**config.mk**
```make
export PLATFORM = sky130hd
export DESIGN_NAME = config_text_tokenizer
export DESIGN_NICKNAME = d
export VERILOG_FILES = /design/src/rtl/ctt_pkg.sv /design/src/rtl/ctt_front.sv /design/src/rtl/ctt_queue.sv /design/src/rtl/ctt_back.sv /design/src/rtl/config_text_tokenizer.sv
export SDC_FILE = /design/constraint.sdc
export NUM_CORES = 1
export LEC_CHECK = 0
export ABC_AREA = 1
export ABC_CLOCK_PERIOD_IN_PS = 8200
export BUFFER_PORTS_ARGS = -buffer_cell sky130_fd_sc_hd__buf_4
export CORE_MARGIN = 5
export CORE_UTILIZATION = 56
export CTS_BUF_LIST = sky130_fd_sc_hd__clkbuf_16
export DETAILED_ROUTE_END_ITERATION = 6
export GPL_TIMING_DRIVEN = 1
export PLACE_DENSITY_LB_ADDON = 0.3
export SETUP_SLACK_MARGIN = 0.15
export SYNTH_ARGS = -nofsm -noshare
export SYNTH_HDL_FRONTEND = slang
export SYNTH_HIERARCHICAL = 1
export SYNTH_SLANG_ARGS = --single-unit
```
**constraint.sdc**
```tcl
create_clock -name clk -period 8.2 [get_ports clk]
set_input_delay 1.23 -clock clk [delete_from_list [all_inputs] [get_ports clk]]
set_output_delay 1.23 -clock clk [all_outputs]
set_load 0.005 [all_outputs]
```
**src/rtl/ctt_pkg.sv**
```systemverilog
`timescale 1ns / 1ps

package ctt_pkg;

  typedef enum logic [2:0] {
    MODE_IDLE   = 3'd0,
    MODE_SPACE  = 3'd1,
    MODE_STRING = 3'd2,
    MODE_NUMBER = 3'd3,
    MODE_IDENT  = 3'd4
  } mode_t;

  typedef enum logic [3:0] {
    KIND_DOT    = 4'd0,
    KIND_EQ     = 4'd1,
    KIND_SEMI   = 4'd2,
    KIND_OPEN   = 4'd3,
    KIND_CLOSE  = 4'd4,
    KIND_NL     = 4'd5,
    KIND_SPACE  = 4'd6,
    KIND_STRING = 4'd7,
    KIND_NUMBER = 4'd8,
    KIND_IDENT  = 4'd9,
    KIND_OTHER  = 4'd10,
    KIND_END    = 4'd11
  } kind_t;

  localparam logic [7:0] CH_DOT     = 8'h2E;
  localparam logic [7:0] CH_EQ      = 8'h3D;
  localparam logic [7:0] CH_SEMI    = 8'h3B;
  localparam logic [7:0] CH_OPEN    = 8'h5B;
  localparam logic [7:0] CH_CLOSE   = 8'h5D;
  localparam logic [7:0] CH_NL      = 8'h0A;
  localparam logic [7:0] CH_DQUOTE  = 8'h22;
  localparam logic [7:0] CH_SQUOTE  = 8'h27;
  localparam logic [7:0] CH_BSLASH  = 8'h5C;
  localparam logic [7:0] CH_USCORE  = 8'h5F;
  localparam logic [7:0] CH_SPACE   = 8'h20;
  localparam logic [7:0] CH_TAB     = 8'h09;
  localparam logic [7:0] CH_CR      = 8'h0D;

  localparam int MAX_RESULTS = 3;

  typedef struct packed {
    kind_t      kind;
    logic [7:0] char_value;
    logic       char_valid;
    logic       token_last;
  } result_t;

  // All results caused by one request, in emission order from index 0.
  typedef struct packed {
    logic [1:0]                    cnt;
    result_t [MAX_RESULTS-1:0]     res;
  } bundle_t;

  typedef struct packed {
    mode_t      mode;
    logic [7:0] held_char;
    logic       held_valid;
    logic       quote_single;
    logic       escape;
  } lex_regs_t;

  typedef struct packed {
    lex_regs_t r;
    bundle_t   b;
  } lex_work_t;

endpackage

```
**src/rtl/ctt_front.sv**
```systemverilog
`timescale 1ns / 1ps

module ctt_front (
  input  logic                clk,
  input  logic                rst,
  input  logic                s_tvalid,
  output logic                s_tready,
  input  logic [7:0]          s_tdata,
  input  logic                s_tlast,
  input  logic                q_full,
  output logic                push,
  output ctt_pkg::bundle_t    push_data
);

  ctt_pkg::lex_regs_t regs;
  ctt_pkg::lex_work_t work;
  logic               accept;

  function automatic ctt_pkg::kind_t mode_kind(ctt_pkg::mode_t m);
    case (m)
      ctt_pkg::MODE_SPACE:  return ctt_pkg::KIND_SPACE;
      ctt_pkg::MODE_STRING: return ctt_pkg::KIND_STRING;
      ctt_pkg::MODE_NUMBER: return ctt_pkg::KIND_NUMBER;
      default:              return ctt_pkg::KIND_IDENT;
    endcase
  endfunction

  function automatic logic is_digit(logic [7:0] c);
    return (c >= 8'h30) && (c <= 8'h39);
  endfunction

  function automatic logic is_alpha(logic [7:0] c);
    return ((c >= 8'h61) && (c <= 8'h7A)) || ((c >= 8'h41) && (c <= 8'h5A));
  endfunction

  function automatic logic is_blank(logic [7:0] c);
    return (c == ctt_pkg::CH_SPACE) ||
           ((c >= ctt_pkg::CH_TAB) && (c <= ctt_pkg::CH_CR) && (c != ctt_pkg::CH_NL));
  endfunction

  function automatic logic continues(ctt_pkg::mode_t m, logic [7:0] c);
    case (m)
      ctt_pkg::MODE_SPACE:  return is_blank(c);
      ctt_pkg::MODE_NUMBER: return is_digit(c) || is_alpha(c) || (c == ctt_pkg::CH_DOT);
      ctt_pkg::MODE_IDENT:  return is_digit(c) || is_alpha(c) || (c == ctt_pkg::CH_USCORE);
      default:              return 1'b0;
    endcase
  endfunction

  function automatic ctt_pkg::lex_work_t emit(ctt_pkg::lex_work_t w, ctt_pkg::kind_t k,
                                              logic [7:0] ch, logic v, logic l);
    ctt_pkg::result_t r;
    r.kind       = k;
    r.char_value = ch;
    r.char_valid = v;
    r.token_last = l;
    w.b.res[w.b.cnt] = r;
    w.b.cnt = w.b.cnt + 2'd1;
    return w;
  endfunction

  // Appends a character to the open token and releases the one held back.
  function automatic ctt_pkg::lex_work_t push_char(ctt_pkg::lex_work_t w, logic [7:0] c);
    if (w.r.held_valid) begin
      w = emit(w, mode_kind(w.r.mode), w.r.held_char, 1'b1, 1'b0);
    end
    w.r.held_char  = c;
    w.r.held_valid = 1'b1;
    return w;
  endfunction

  function automatic ctt_pkg::lex_work_t close_token(ctt_pkg::lex_work_t w);
    if (w.r.held_valid) begin
      w = emit(w, mode_kind(w.r.mode), w.r.held_char, 1'b1, 1'b1);
    end else if (w.r.mode == ctt_pkg::MODE_STRING) begin
      w = emit(w, ctt_pkg::KIND_STRING, 8'h00, 1'b0, 1'b1);
    end
    w.r.mode       = ctt_pkg::MODE_IDLE;
    w.r.held_char  = 8'h00;
    w.r.held_valid = 1'b0;
    w.r.escape     = 1'b0;
    return w;
  endfunction

  function automatic ctt_pkg::lex_work_t start_token(ctt_pkg::lex_work_t w, logic [7:0] c);
    case (c)
      ctt_pkg::CH_DOT:   w = emit(w, ctt_pkg::KIND_DOT, c, 1'b1, 1'b1);
      ctt_pkg::CH_EQ:    w = emit(w, ctt_pkg::KIND_EQ, c, 1'b1, 1'b1);
      ctt_pkg::CH_SEMI:  w = emit(w, ctt_pkg::KIND_SEMI, c, 1'b1, 1'b1);
      ctt_pkg::CH_OPEN:  w = emit(w, ctt_pkg::KIND_OPEN, c, 1'b1, 1'b1);
      ctt_pkg::CH_CLOSE: w = emit(w, ctt_pkg::KIND_CLOSE, c, 1'b1, 1'b1);
      ctt_pkg::CH_NL:    w = emit(w, ctt_pkg::KIND_NL, c, 1'b1, 1'b1);
      ctt_pkg::CH_DQUOTE, ctt_pkg::CH_SQUOTE: begin
        w.r.mode         = ctt_pkg::MODE_STRING;
        w.r.quote_single = (c == ctt_pkg::CH_SQUOTE);
        w.r.escape       = 1'b0;
        w.r.held_valid   = 1'b0;
        w.r.held_char    = 8'h00;
      end
      default: begin
        if (is_blank(c) || is_digit(c) || is_alpha(c) || (c == ctt_pkg::CH_USCORE)) begin
          if (is_blank(c)) begin
            w.r.mode = ctt_pkg::MODE_SPACE;
          end else if (is_digit(c)) begin
            w.r.mode = ctt_pkg::MODE_NUMBER;
          end else begin
            w.r.mode = ctt_pkg::MODE_IDENT;
          end
          w.r.held_char  = c;
          w.r.held_valid = 1'b1;
        end else begin
          w = emit(w, ctt_pkg::KIND_OTHER, c, 1'b1, 1'b1);
        end
      end
    endcase
    return w;
  endfunction

  function automatic ctt_pkg::lex_work_t step(ctt_pkg::lex_regs_t st, logic [7:0] c,
                                              logic eoi);
    ctt_pkg::lex_work_t w;
    logic [7:0]         q;
    w.r = st;
    w.b = '0;
    q   = st.quote_single ? ctt_pkg::CH_SQUOTE : ctt_pkg::CH_DQUOTE;
    if (eoi) begin
      // A pending backslash at end of input is kept as a literal backslash.
      if ((w.r.mode == ctt_pkg::MODE_STRING) && w.r.escape) begin
        w.r.escape = 1'b0;
        w = push_char(w, ctt_pkg::CH_BSLASH);
      end
      if (w.r.mode != ctt_pkg::MODE_IDLE) begin
        w = close_token(w);
      end
      w = emit(w, ctt_pkg::KIND_END, 8'h00, 1'b0, 1'b1);
      w.r = '0;
    end else if (w.r.mode == ctt_pkg::MODE_STRING) begin
      if (w.r.escape && (c == q)) begin
        w.r.escape = 1'b0;
        w = push_char(w, q);
      end else begin
        if (w.r.escape) begin
          w.r.escape = 1'b0;
          w = push_char(w, ctt_pkg::CH_BSLASH);
        end
        if (c == q) begin
          w = close_token(w);
        end else if (c == ctt_pkg::CH_BSLASH) begin
          w.r.escape = 1'b1;
        end else begin
          w = push_char(w, c);
        end
      end
    end else if ((w.r.mode != ctt_pkg::MODE_IDLE) && continues(w.r.mode, c)) begin
      w = push_char(w, c);
    end else begin
      if (w.r.mode != ctt_pkg::MODE_IDLE) begin
        w = close_token(w);
      end
      w = start_token(w, c);
    end
    return w;
  endfunction

  assign s_tready  = !q_full;
  assign accept    = s_tvalid && s_tready;

  always_comb begin
    work = step(regs, s_tdata, s_tlast);
  end

  assign push      = accept && (work.b.cnt != 2'd0);
  assign push_data = work.b;

  always_ff @(posedge clk) begin
    if (rst) begin
      regs <= '0;
    end else if (accept) begin
      regs <= work.r;
    end
  end

endmodule

```
**src/rtl/ctt_queue.sv**
```systemverilog
`timescale 1ns / 1ps

module ctt_queue #(
  parameter int DEPTH = 4
) (
  input  logic             clk,
  input  logic             rst,
  input  logic             push,
  input  ctt_pkg::bundle_t push_data,
  input  logic             pop,
  output ctt_pkg::bundle_t head,
  output logic             empty,
  output logic             full
);

  localparam int PW = (DEPTH > 1) ? $clog2(DEPTH) : 1;
  localparam int CW = $clog2(DEPTH + 1);

  ctt_pkg::bundle_t mem [DEPTH];
  logic [PW-1:0]    wr_ptr;
  logic [PW-1:0]    rd_ptr;
  logic [CW-1:0]    count;
  logic             do_push;
  logic             do_pop;

  assign empty   = (count == CW'(0));
  assign full    = (count == CW'(DEPTH));
  assign do_push = push && !full;
  assign do_pop  = pop && !empty;
  assign head    = mem[rd_ptr];

  always_ff @(posedge clk) begin
    if (do_push) begin
      mem[wr_ptr] <= push_data;
    end
  end

  always_ff @(posedge clk) begin
    if (rst) begin
      wr_ptr <= '0;
      rd_ptr <= '0;
      count  <= '0;
    end else begin
      if (do_push) begin
        wr_ptr <= (wr_ptr == PW'(DEPTH - 1)) ? '0 : wr_ptr + PW'(1);
      end
      if (do_pop) begin
        rd_ptr <= (rd_ptr == PW'(DEPTH - 1)) ? '0 : rd_ptr + PW'(1);
      end
      case ({do_push, do_pop})
        2'b10:   count <= count + CW'(1);
        2'b01:   count <= count - CW'(1);
        default: count <= count;
      endcase
    end
  end

endmodule

```
**src/rtl/ctt_back.sv**
```systemverilog
`timescale 1ns / 1ps

module ctt_back (
  input  logic             clk,
  input  logic             rst,
  input  ctt_pkg::bundle_t head,
  input  logic             empty,
  output logic             pop,
  output logic             m_tvalid,
  input  logic             m_tready,
  output logic [7:0]       m_tdata,
  output logic             m_tlast,
  output logic [5:0]       m_tuser
);

  logic [1:0]       idx;
  logic             load;
  logic             final_res;
  ctt_pkg::result_t cur;

  assign cur       = head.res[idx];
  assign final_res = (idx == head.cnt - 2'd1);
  assign load      = !empty && (!m_tvalid || m_tready);
  assign pop       = load && final_res;

  always_ff @(posedge clk) begin
    if (rst) begin
      m_tvalid <= 1'b0;
      idx      <= 2'd0;
    end else begin
      if (load) begin
        m_tvalid <= 1'b1;
        idx      <= final_res ? 2'd0 : idx + 2'd1;
      end else if (m_tready) begin
        m_tvalid <= 1'b0;
      end
    end
  end

  always_ff @(posedge clk) begin
    if (load) begin
      m_tdata <= cur.char_value;
      m_tlast <= cur.token_last;
      m_tuser <= {final_res, cur.char_valid, cur.kind};
    end
  end

endmodule

```
**src/rtl/config_text_tokenizer.sv**
```systemverilog
`timescale 1ns / 1ps

// Streaming tokenizer for configuration text.
// Input channel s_*: one request per character; s_tdata carries the byte and
// s_tlast marks end of input, in which case s_tdata is ignored.
// Output channel m_*: one request per token character. m_tdata is the
// character, m_tlast marks the final character of a token, and m_tuser gives
// the token kind, whether the character is present, and the last result
// produced by one input request.
// A request yields zero to three results. With the queue empty, the results of
// an accepted request are written into the bundle queue at the accepting edge,
// and the first is then registered onto m_*. The lexer sustains one request per
// cycle while the queue is not full; the output side moves one result per cycle
// while m_tready is high, so runs of multi-result requests fill the bundle queue
// between the lexer and the output stage, and s_tready drops while it is full.
// Synchronous reset returns the lexer to idle and empties the queue and the
// output register. When the receiver holds m_tready low, the current result
// stays on m_*, and input is still taken until the queue fills.
module config_text_tokenizer #(
  parameter int QUEUE_DEPTH = 4
) (
  input  logic       clk,
  input  logic       rst,
  input  logic       s_tvalid,
  output logic       s_tready,
  input  logic [7:0] s_tdata,   // [7:0] byte_value
  input  logic       s_tlast,
  output logic       m_tvalid,
  input  logic       m_tready,
  output logic [7:0] m_tdata,   // [7:0] char_value
  output logic       m_tlast,
  output logic [5:0] m_tuser    // [3:0] token_kind, [4] char_valid, [5] run_last
);

  logic             q_full;
  logic             q_empty;
  logic             push;
  logic             pop;
  ctt_pkg::bundle_t push_data;
  ctt_pkg::bundle_t head;

  ctt_front u_front (
    .clk       (clk),
    .rst       (rst),
    .s_tvalid  (s_tvalid),
    .s_tready  (s_tready),
    .s_tdata   (s_tdata),
    .s_tlast   (s_tlast),
    .q_full    (q_full),
    .push      (push),
    .push_data (push_data)
  );

  ctt_queue #(
    .DEPTH (QUEUE_DEPTH)
  ) u_queue (
    .clk       (clk),
    .rst       (rst),
    .push      (push),
    .push_data (push_data),
    .pop       (pop),
    .head      (head),
    .empty     (q_empty),
    .full      (q_full)
  );

  ctt_back u_back (
    .clk      (clk),
    .rst      (rst),
    .head     (head),
    .empty    (q_empty),
    .pop      (pop),
    .m_tvalid (m_tvalid),
    .m_tready (m_tready),
    .m_tdata  (m_tdata),
    .m_tlast  (m_tlast),
    .m_tuser  (m_tuser)
  );

endmodule

```
=== After elaboration in Yosys (flattened, before gate mapping) ===
Memories as Yosys holds them, arrays and structs flattened. A register that Yosys moved wholly into a read port is not among the register bits.
Cells that the tools add are included.

* Flip-flop bits (word level): 39
* RAM bits: 176
* Input port bits: 13
* Output and inout bits: 17
* Logic and storage cells: 205
* Memories: 1

* Add/subtract/negate cells: 10
* $lt $le $gt $ge: 17
* Equal/unequal tests: 30
* Mux-type cells: 86
* Bitwise operators: 9
* Reduce and logical (&&, ||, !) cells: 39

{| class="wikitable"
|+ Memory list
! name !! depth !! width !! read ports !! clocked after memory_dff !! wr ports !! RTL line !! RTL
|-
| u_queue.mem || 4 || 44 || 1 || 1 || 1 || ctt_queue.sv:19 || <nowiki>ctt_pkg::bundle_t mem [DEPTH];</nowiki>
|}

{| class="wikitable"
|+ Operators by type and width
! operator !! count
|-
| $mux 58 || 13
|-
| $bwmux 42 || 10
|-
| $mux 44 || 9
|-
| $pmux 44 s7 || 1
|-
| $mux 43 || 4
|-
| $demux 14 s2 || 4
|-
| $mux 55 || 2
|-
| $and 30x30->30 || 3
|-
| $not 30->30 || 3
|-
| $mux 14 || 5
|-
| $mux 4 || 13
|-
| $eq 8x6->1 const B || 6
|-
| $or 12x12->12 || 3
|-
| $pmux 4 s3 || 3
|-
| $eq 8x7->1 const B || 4
|-
| $bmux 14 s2 || 1
|-
| $pmux 14 s2 || 1
|-
| $eq 3x2->1 const B || 6
|-
| $logic_and 1x1->1 || 18
|-
| $ge 8x7->1 const B || 2
|-
| $le 8x7->1 const B || 2
|-
| $lt 2x3->1 const B || 5
|-
| $add 2x1->2 const B || 7
|-
| $mux 12 || 1
|-
| other kinds (32) || 65
|}

=== Logic depth before layout (Yosys ltp) ===
* Depth after elaboration: 27
* Depth in mapped cells: 26
* Gate-level depth less buffers: 25

=== Modules after synthesis ===
Netlist, hierarchy kept.

{| class="wikitable"
|+ Modules (own cells, without submodules)
! module !! times used !! cells each !! area an instance (um2) !! sequential area each (um2)
|-
| ctt_queue || 1 || 496 || 7,115.6 || 5,465.2
|-
| ctt_front || 1 || 604 || 3,210.6 || 280.3
|-
| ctt_back || 1 || 111 || 988.4 || 510.5
|}

=== Worst setup path after synthesis ===
Ideal clock, no wire load.

* Kind: input to register
* Start point: input s_tdata[0]
* End point: memory u_queue/mem[0][0] (netlist bit), enable pin
* Library setup time: 0.446 ns
* Data arrival time: 4.769 ns
* Required time: 7.754 ns
* Setup slack: 2.985 ns
* Cell stages on the path: 16
* Path buffers: 1
* Path through: buf_4 -> nor2_2 -> nand3_1 -> nand3_1 -> nand2_1 -> inv_1 -> nand2_1 -> ha_1 -> nand2_1 -> nand2_1 -> nand2_1 -> nand2_1 -> nand2_1 -> a21oi_1 -> nand2_1 -> nor2_1

* Cells in the longest elaborated chain, start to end: 17
* Elaborated cells on any way between the ends: 53
* Classes of those cells: 8 x order compare; 13 x eq/ne; 13 x mux; 19 x reduce/logical

{| class="wikitable"
|+ RTL lines
! what !! RTL line !! RTL
|-
| start, declared || config_text_tokenizer.sv:26 || <nowiki>input logic [7:0] s_tdata,</nowiki>
|-
| $ge 8x4->1 (tied with other cells) || ctt_front.sv:38 || <nowiki>((c >= ctt_pkg::CH_TAB) && (c <= ctt_pkg::CH_CR) && (c != ctt_pkg::CH_NL));</nowiki>
|-
| $logic_and 1x1->1 (on tied branches) || ctt_front.sv:38, ctt_front.sv:33 ||
|-
| $logic_and 1x1->1 or $logic_or 1x1->1 (tied branches) || ctt_front.sv:38, ctt_front.sv:33 ||
|-
| $logic_or 1x1->1 (on tied branches) || ctt_front.sv:37, ctt_front.sv:44, ctt_front.sv:45 ||
|-
| $logic_or 1x1->1 (on tied branches) || ctt_front.sv:101, ctt_front.sv:44, ctt_front.sv:45 ||
|-
| $logic_or 1x1->1 or $pmux 1 s3 (tied branches) || ctt_front.sv:101, ctt_front.sv:42 ||
|-
| $logic_or 1x1->1 or $mux 1 (tied branches) || ctt_front.sv:101, ctt_front.sv:137 ||
|-
| $mux 44 or $mux 1 (tied branches) || ctt_front.sv:101, ctt_front.sv:126 ||
|-
| [2 not listed] || - ||
|-
| $mux 58 * || ctt_front.sv:137 || <nowiki>end else if (w.r.mode == ctt_pkg::MODE_STRING) begin</nowiki>
|-
| $mux 58 * || ctt_front.sv:126 || <nowiki>if (eoi) begin</nowiki>
|-
| $reduce_bool 2->1 * || ctt_front.sv:172 || <nowiki>assign push = accept && (work.b.cnt != 2'd0);</nowiki>
|-
| $logic_and 1x1->1 * || ctt_front.sv:172 ||
|-
| via push || config_text_tokenizer.sv:37 || <nowiki>logic push;</nowiki>
|-
| $logic_and 1x1->1 * || ctt_queue.sv:28 || <nowiki>assign do_push = push && !full;</nowiki>
|-
| $mux 1 * || ctt_queue.sv:33 || <nowiki>if (do_push) begin</nowiki>
|-
| $mux 1 (implied by the code) * || ctt_queue.sv:34 || <nowiki>mem[wr_ptr] <= push_data;</nowiki>
|-
| end, declared || ctt_queue.sv:19 ||
|}

The timed path passes the listed nets; every way through them passes the cells marked *. The select of a mux whose other input is x is not followed.

=== Worst setup path after layout ===
* Start point: input s_tdata[1]
* End point: memory u_queue/mem[0][16] (netlist bit), enable pin

The elaborated chain is that of the path after synthesis.

==> impl_metrics.ini <==
[cts]
cts_tree = built
clkLatencyLatePin_ps = 510
clk_path_buf_depth = 3
clock-root-buffer = clkbuf_16
postCtsHoldBufs = 0
htree_levels = 1
cts-buffers-inserted = 22
post-cts-setup-buffers = 0
clock_sinks = 217
clk_pin_slew_ps = 60
cts_resized = 0

[power_and_ir_drop]
power_w = 0.00334
p_per_area_nw_per_um2 = 278
total_leakage_power_nw = 4.73
peakVddDrop_mv = 0.167

[global_routing]
grt_usage_pct = 22.7
grt_pass1_wl_um = 42800
grt_pass1_vias = 7936
gr-total-overflow = 0
antenna_found_initial = 0
grt_max_degree = 89

[worst_setup_path]
required_ps = 8330
crit_end = u_queue/mem[0][16]
arrival_ps = 4290
r2r-start = u_front/regs[13]
end_kind = register
r2r_cells = 14
regToRegSetupSlack_ps = 4070
setup.worst_path.start_class = input pin
critPathMaxFanout = 44
startpoint = s_tdata[1]
worst-setup-path-type = input pin to register
r2r_end = u_queue/mem[0][16]

[drt]
antenna_left = 0
dr.first_iter.drc_count = 944
vias = 8512
route.detailed.drc = 0
drt-vias-per-instance = 5.79
wirelength_um = 27000
firstDrtPassIters = 6
drt-wirelength-per-cell_um = 18.3

[finish]
layout_commonest_cell = nand2_1
final_cell_mix = nand2_1, edfxtp_1, nor2_1
final_layout_size_suffix_gt1_share_pct = 11.8
final_nets = 1215
diodes = 0
layout.cells.non_filler = 1470
area_growth_pct = 6.02
postLayoutCellArea_um2 = 12000

[synth]
synthFlopType = edfxtp_1
synth_top_cell_area_share_pct = 50.7
yosysTopAreaCell = edfxtp_1
yosysWarnings = 6
ys_seq_elements = 217
synth_edf_count = 191
ys_seq_area_share_pct = 55.3
postSynth.asyncResetShare_pct = 0
syn_inst = 1211
yosysUniqueCellTypes = 44
synthTopCellsByArea = edfxtp_1, nand2_1, o21ai_0, nor2_1, dfxtp_1
synth_area_um2 = 11300
avgSynthCellArea_um2 = 9.34

[timing]
drv_slew = 0
post-route-period-util_pct = 50.8
max_freq_ghz = 0.240
finalHoldViolations = 0
setup_viol = 0
worstMarginPinSlew_ps = 872
rsz0062_at_grt = false
fin_setup_tns_ps = 0
period_minus_slack_ps = 4160
maxSlewHeadroom_pct = 41.8
worst_slack_ps = 4040
clock_skew_ps = 16.6

[die]
num_rows = 52
die_y_um = 152
core_um2 = 20000
dieWidth_um = 152
initial_core_util_pct = 56.5
die_area_um2 = 23100
io_pins = 30

[min_path]
hp-class = register to register
min_from = u_front/regs[8]

[placement]
dp.cells = 1430
place_ws_ps = 3570
port_buffers = 29
placed_cell_area_um2 = 11300
place_hpwl_um = 17600
place.gp.congestion = 0.996

[run]
cap_violations = 0

[outcome]
outcome = complete, no violations
registers in the layout, summed over array words and instances, names as in the netlist, 2 cells and up, named ones only:
name / flops
u_back/m_tuser: 6
u_queue/wr_ptr: 2
u_back/m_tdata: 8
u_front/regs: 14
u_queue/rd_ptr: 2
u_queue/mem: 176
u_queue/count: 3
u_back/idx: 2
where the power goes:
part | switching [W] | internal, W | leakage (nW)
clock | 0.000394 | 0.000520 | 0.343
combinational | 0.000674 | 0.000296 | 2.35
sequential | 0.0000467 | 0.00141 | 2.04
total | 0.00111 | 0.00222 | 4.73
per-stage QoR:
step                hold WS (ps)  util [%]
finish                       486      59.9
global route                 526      59.9
detailed placement           478      56.5
CTS                          487      59.9
global placement             475      56.5
floorplan                    458         -
cell usage after synthesis, drive strengths merged, types with 3 or more instances:
| cell type | count |
|---|---|
| o31ai | 3 |
| edfxtp | 191 |
| clkbuf | 13 |
| nor2 | 189 |
| nor3 | 10 |
| nand3 | 80 |
| inv | 105 |
| o21ai | 162 |
| nand4 | 16 |
| a21oi | 43 |
| ha | 17 |
| o22ai | 47 |
| nand2 | 206 |
| dfxtp | 26 |
| buf | 87 |
how the worst min path moves through the flow:
stage / end / cells after the start
finish: u_front/regs[8] / 2
floorplan: u_front/regs[4] / 2
global placement: u_front/regs[8] / 2
CTS: u_front/regs[8] / 2
detailed placement: u_front/regs[8] / 2
global route: u_front/regs[8] / 2
worst max-delay path: stages:
cell	delay (ps)
buf_4	150
nand2_1	130
inv_1	70
nand3_1	110
nand2_1	60
nand2_1	380
inv_1	100
nor2_1	240
nand2_1	90
nand2_1	80
nand2_1	50
nand2_1	80
nand2_1	80
a21oi_1	350
nand2_1	340
nor2_4	150
buf_4	540
final cells by class:
type,instances,area (um^2)
fillers,1731,8040
flip-flops and latches,217,6260
multi-input cells,798,4030
clock buffers,22,551
inverters,105,404
well taps,270,338
repair buffers,40,300
clock inverters,18,116
per-layer routing:
layer	global-route usage, %	up-vias	share of wire (%)
met2	36.3	380	46
met5	0	-	0
met3	3.12	68	7.5
met4	7.92	0	3.3
li1	-	4056	-
met1	32.3	4008	43
kinds of logic after synthesis:
family,after synthesis,share of synthesized area (%)
AOI/OAI and AO/OA,267,13.6
adders and majority gates,18,2.06
buffers and inverters,205,9.66
DFF,217,55.3
other,1,0.0331
and+or+nand+nor,503,19.4
No activity file was read; power rests on OpenSTA's default activity.
